`config.mk`:
```
export PLATFORM = sky130hd
export DESIGN_NAME = btpc_front
export DESIGN_NICKNAME = d
export VERILOG_FILES = /design/src/design/baro_temp_pressure_compensation_defines.svh /design/src/design/btpc_pkg.sv /design/src/design/btpc_front.sv
export SDC_FILE = /design/constraint.sdc
export NUM_CORES = 1
export LEC_CHECK = 0
export ABC_AREA = 1
export ABC_CLOCK_PERIOD_IN_PS = 6650
export BUFFER_PORTS_ARGS = -buffer_cell sky130_fd_sc_hd__buf_2
export CAP_MARGIN = 0
export CORE_MARGIN = 5
export CORE_UTILIZATION = 55
export DETAILED_ROUTE_END_ITERATION = 12
export GPL_TIMING_DRIVEN = 0
export HOLD_SLACK_MARGIN = 0.06
export PLACE_DENSITY = 0.83
export SLEW_MARGIN = 30
export SYNTH_ARGS = -nofsm -noshare
export SYNTH_HDL_FRONTEND = slang
export SYNTH_SLANG_ARGS = --single-unit
```
`constraint.sdc`:
```
create_clock -name clk -period 6.65 [get_ports clk]
set_input_delay 0.9975 -clock clk [delete_from_list [all_inputs] [get_ports clk]]
set_output_delay 0.9975 -clock clk [all_outputs]
set_load 0.05 [all_outputs]
```
`src/design/baro_temp_pressure_compensation_defines.svh`:
```
// ----------------------------------------------------------------------------
// Barometer compensation assertion macros
// Shared concurrent assertion forms used at the top level.
// ----------------------------------------------------------------------------
`ifndef BARO_TEMP_PRESSURE_COMPENSATION_DEFINES_SVH
`define BARO_TEMP_PRESSURE_COMPENSATION_DEFINES_SVH

// Same-cycle implication, checked outside reset.
`define BTPC_ASSERT_SAME(label, ante, cons) \
  label: assert property (@(posedge clk) disable iff (rst) (ante) |-> (cons)) \
    else $error("btpc assertion failed");

// Next-cycle implication, checked outside reset.
`define BTPC_ASSERT_NEXT(label, ante, cons) \
  label: assert property (@(posedge clk) disable iff (rst) (ante) |=> (cons)) \
    else $error("btpc assertion failed");

`endif

```
`src/design/btpc_pkg.sv`:
```
// ----------------------------------------------------------------------------
// Barometer compensation package
// Shared types, register indexes and wrapping multiply helpers.
// ----------------------------------------------------------------------------
`default_nettype none

package btpc_pkg;

  typedef logic signed [63:0] s64_t;

  typedef enum logic [2:0] {
    REG_TEMP_CAL_ONE   = 3'd0,
    REG_TEMP_CAL_TWO   = 3'd1,
    REG_TEMP_CAL_THREE = 3'd2,
    REG_PRES_CAL_LOW   = 3'd3,
    REG_PRES_CAL_HIGH  = 3'd4,
    REG_PRES_CAL_NINE  = 3'd5
  } reg_idx_t;

  typedef struct packed {
    logic [19:0] raw_pressure;
    logic [19:0] raw_temperature;
  } item_t;

  typedef struct packed {
    logic [15:0] t1;
    logic [15:0] t2;
    logic [15:0] t3;
    logic [15:0] c1;
    logic [15:0] c2;
    logic [15:0] c3;
    logic [15:0] c4;
    logic [15:0] c5;
    logic [15:0] c6;
    logic [15:0] c7;
    logic [15:0] c8;
    logic [15:0] c9;
  } cal_t;

  typedef struct packed {
    logic signed [31:0] temp;
    logic [19:0]        raw_pressure;
  } side_t;

  // Partial products of a 64-bit product taken modulo 2^64.
  typedef struct packed {
    logic [63:0] lo;
    logic [31:0] mid;
  } pp_t;

  function automatic pp_t mul_pp(input logic [63:0] a, input logic [63:0] b);
    pp_t r;
    r.lo  = {32'b0, a[31:0]} * {32'b0, b[31:0]};
    r.mid = a[31:0] * b[63:32] + a[63:32] * b[31:0];
    return r;
  endfunction

  function automatic logic [63:0] mul_sum(input pp_t p);
    return p.lo + {p.mid, 32'b0};
  endfunction

  function automatic s64_t sx16(input logic [15:0] w);
    return {{48{w[15]}}, w};
  endfunction

  function automatic s64_t ux16(input logic [15:0] w);
    return {48'b0, w};
  endfunction

endpackage

`default_nettype wire

```
`src/design/btpc_front.sv`:
```
// ----------------------------------------------------------------------------
// Barometer compensation front end
// Accepts start transfers into a two-entry queue feeding the datapath.
// ----------------------------------------------------------------------------
`default_nettype none

module btpc_front (
  input  wire logic            clk,
  input  wire logic            rst,
  input  wire logic            start,
  output logic                 busy,
  input  wire logic [19:0]     raw_pressure,
  input  wire logic [19:0]     raw_temperature,
  output logic                 out_vld,
  output btpc_pkg::item_t      out_item
);
  import btpc_pkg::*;

  item_t      q [0:1];
  logic       wr_ptr;
  logic       rd_ptr;
  logic [1:0] cnt;
  logic       push;
  logic       pop;

  assign busy     = (cnt == 2'd2);
  assign push     = start && !busy;
  assign pop      = (cnt != 2'd0);
  assign out_vld  = pop;
  assign out_item = q[rd_ptr];

  always_ff @(posedge clk) begin
    if (rst) begin
      wr_ptr <= 1'b0;
      rd_ptr <= 1'b0;
      cnt    <= 2'd0;
    end else begin
      if (push) begin
        wr_ptr <= !wr_ptr;
      end
      if (pop) begin
        rd_ptr <= !rd_ptr;
      end
      cnt <= cnt + {1'b0, push} - {1'b0, pop};
    end
  end

  always_ff @(posedge clk) begin
    if (push) begin
      q[wr_ptr] <= '{raw_pressure: raw_pressure, raw_temperature: raw_temperature};
    end
  end

endmodule

`default_nettype wire

```
==> flow_summary.ini <==
[setup_path]
crit_arrival_ns = 1.60
max_stage_delay_ns = 0.48
crit_buf_inv = 2
rrSetupSlack_ns = 4.93
reg2reg_depth = 5
critical_path_class = reg -> out
worstPathRequired_ns = 5.65
slowest_stage = dfxtp_1
cp-start-kind = flop
crit_end = out_item[31]
regToRegStartpoint = cnt[0]$_SDFF_PP0_
crit_cells = 3
worst_r2r_endpoint = q[0][29]$_DFFE_PP_
path_delay_family = flip-flops
cp-end-kind = output pin
cp_max_fo = 10
worstPathCellList = buf_6 > mux2_2 > buf_2

[power_and_ir_drop]
switching_power_mw = 0.2832
p_int_mw = 0.8157
power.total_mw = 1.099
sw_frac_of_total = 0.2577
p_per_area_mw_per_mm2 = 288.0
vdd_ir_drop_max_mv = 0.1649
seq_power_share = 0.567
clockPowerShare = 0.275
p_comb_frac = 0.158
p_leak_nw = 1.461

[timing]
worstMarginPinSlew_ns = 0.6929
fin_skew_ns = 0.009927
relSlewSlack = 0.5370
period_share = 0.3902
finalCriticalPeriod_ns = 2.595
fmax_mhz = 385.4
slew_violations = 0
whs_ns = 0.4949
hold_violations = 0
fin_setup_tns_ns = 0
setup_viol = 0
rsz0062_at_grt = no

[route]
wl_per_cell_um = 16.45
drt-pass1-iter-count = 4
drt-total-wl_mm = 5.314
vias = 1611
drtIter0Drc = 75
antenna_left = 0
remaining_drc_errors = 0
vias_per_cell = 4.988

[clock_tree]
numCtsBuffers = 9
path_clk_slew_ns = 0.07
insertion_delay_ns = 0.34
cts.sinks = 85
cts_root_buf = clkbuf_8
cts_buffer_depth = 2
holdBufCountCts = 0
cts-resized-gates = 0
cts_setup_buffers = 0
cts_tree = built
htreeDepth = 3

[grt]
antenna_found_initial = 0
grt_overflow = 0
grt_pass1_vias = 1745
grt_util_all_layers = 0.1577
grt_max_degree = 22
grt_first_pass_wirelength_mm = 8.404

[floorplan]
initial_utilization = 0.5631
dieWidth_um = 84.86
dieArea_mm2 = 0.007200
row_count = 27
ios = 85
core_mm2 = 0.005473
die_h_um = 84.86

[outcome]
status = finished clean

[logic_synthesis]
synth_nets = 192
synth_area_mm2 = 0.003082
syn_avg_cell_area_um2 = 20.68
yosysSeqAreaShare = 0.8120
synth_top_family_by_area = multiplexers
synth_mux_area_frac = 0.1462
synthAdderAreaFrac = 0
synth-seq-cells = 85
synth-compound-area-share = 0.005684
synthXorXnorAreaFrac = 0
netlist_instances = 149
synth_cell_types = 12
yosys.area_share.simple = 0.01543
yosys_warnings = 0

[layout]
syn_to_final_growth_pct = 23.79
drive_above_1_share = 0.5657
final_cell_mix = buf_2 (84), edfxtp_1 (80), mux2_2 (40)
diodes = 0
final_util = 0.6971
layout_commonest_cell = buf_2
fin_nets = 289

[worst_hold_path]
hold_path_class = reg -> reg

[place]
dpl.hpwl_mm = 3.771
gp_congestion = 0.6906
port_buffers = 84

[run]
max-cap-violations = 0
cells by family (layout without fill, tap and decap cells):
group / count (synthesis) / in the layout
multiplexers: 40 / 40
AND/OR/NAND/NOR: 12 / 12
flip-flops: 85 / 85
buffers and inverters: 9 / 111
AO/OA/AOI/OAI: 3 / 3
metrics by stage:
stage	cells	instance area, um^2	setup slack (ns)
floorplan	149	3082	3.474
global placement	305	3592	2.465
global route	323	3815	3.961
CTS	323	3815	4.006
detailed placement	307	3655	4.340
finish	323	3815	4.055
worst min path at each step:
stage,slack [ns],end,start,cells past startpoint
after floorplan,0.45,cnt[1]$_SDFF_PP0_,cnt[1]$_SDFF_PP0_,2
after global placement,0.46,cnt[1]$_SDFF_PP0_,cnt[0]$_SDFF_PP0_,2
after detailed placement,0.48,cnt[1]$_SDFF_PP0_,cnt[1]$_SDFF_PP0_,2
after CTS,0.49,cnt[1]$_SDFF_PP0_,cnt[0]$_SDFF_PP0_,2
after global routing,0.51,cnt[1]$_SDFF_PP0_,cnt[0]$_SDFF_PP0_,2
final,0.49,cnt[1]$_SDFF_PP0_,cnt[0]$_SDFF_PP0_,2
per-layer routing:
| metal | GRT usage | vias up | routed length [um] |
|---|---|---|---|
| li1 | - | 765 | - |
| met1 | 0.1792 | 779 | 2074 |
| met2 | 0.2726 | 58 | 2863 |
| met3 | 0.04563 | 9 | 283 |
| met4 | 0.07770 | 0 | 92 |
| met5 | 0 | - | 0 |
tightest hold or removal path: stages, from the launching register on:
cell     delay, ns
dfxtp_1       0.32
inv_1         0.08
nor3_1        0.05
flip-flops by register name (all words and copies together) (netlist names), named ones only:
name and flops:
cnt 2, wr_ptr 1, q 80, rd_ptr 1
power groups by stage:
stage	logic (mW)	registers, mW	clock network (mW)
2_1_floorplan	0.125	0.634	0
3_3_place_gp	0.167	0.635	0
3_5_place_dp	0.175	0.636	0
4_1_cts	0.176	0.624	0.310
5_1_grt	0.182	0.625	0.339
6_report	0.174	0.623	0.302
area by class of cell:
cell class	instances	area, um^2
Sequential cell	85	2502
Fill cell	388	1658
Multi-Input combinational cell	55	523.0
Timing Repair Buffer	86	475.5
Clock buffer	16	160.2
Tap cell	72	90.09
Buffer	4	45.04
Inverter	5	18.77
synth_stat cells (all sizes together):
cell type	instances	area (um^2)
nor2	6	22.52
o21ai	1	5.000
dfxtp	5	100.1
a21oi	1	5.000
nand2	4	15.01
nor3	1	5.000
mux2	40	450.4
o21a	1	7.510
edfxtp	80	2402
buf	4	45.04
inv	5	18.77
nand3	1	5.000
Power figures use the tool's default switching activity.
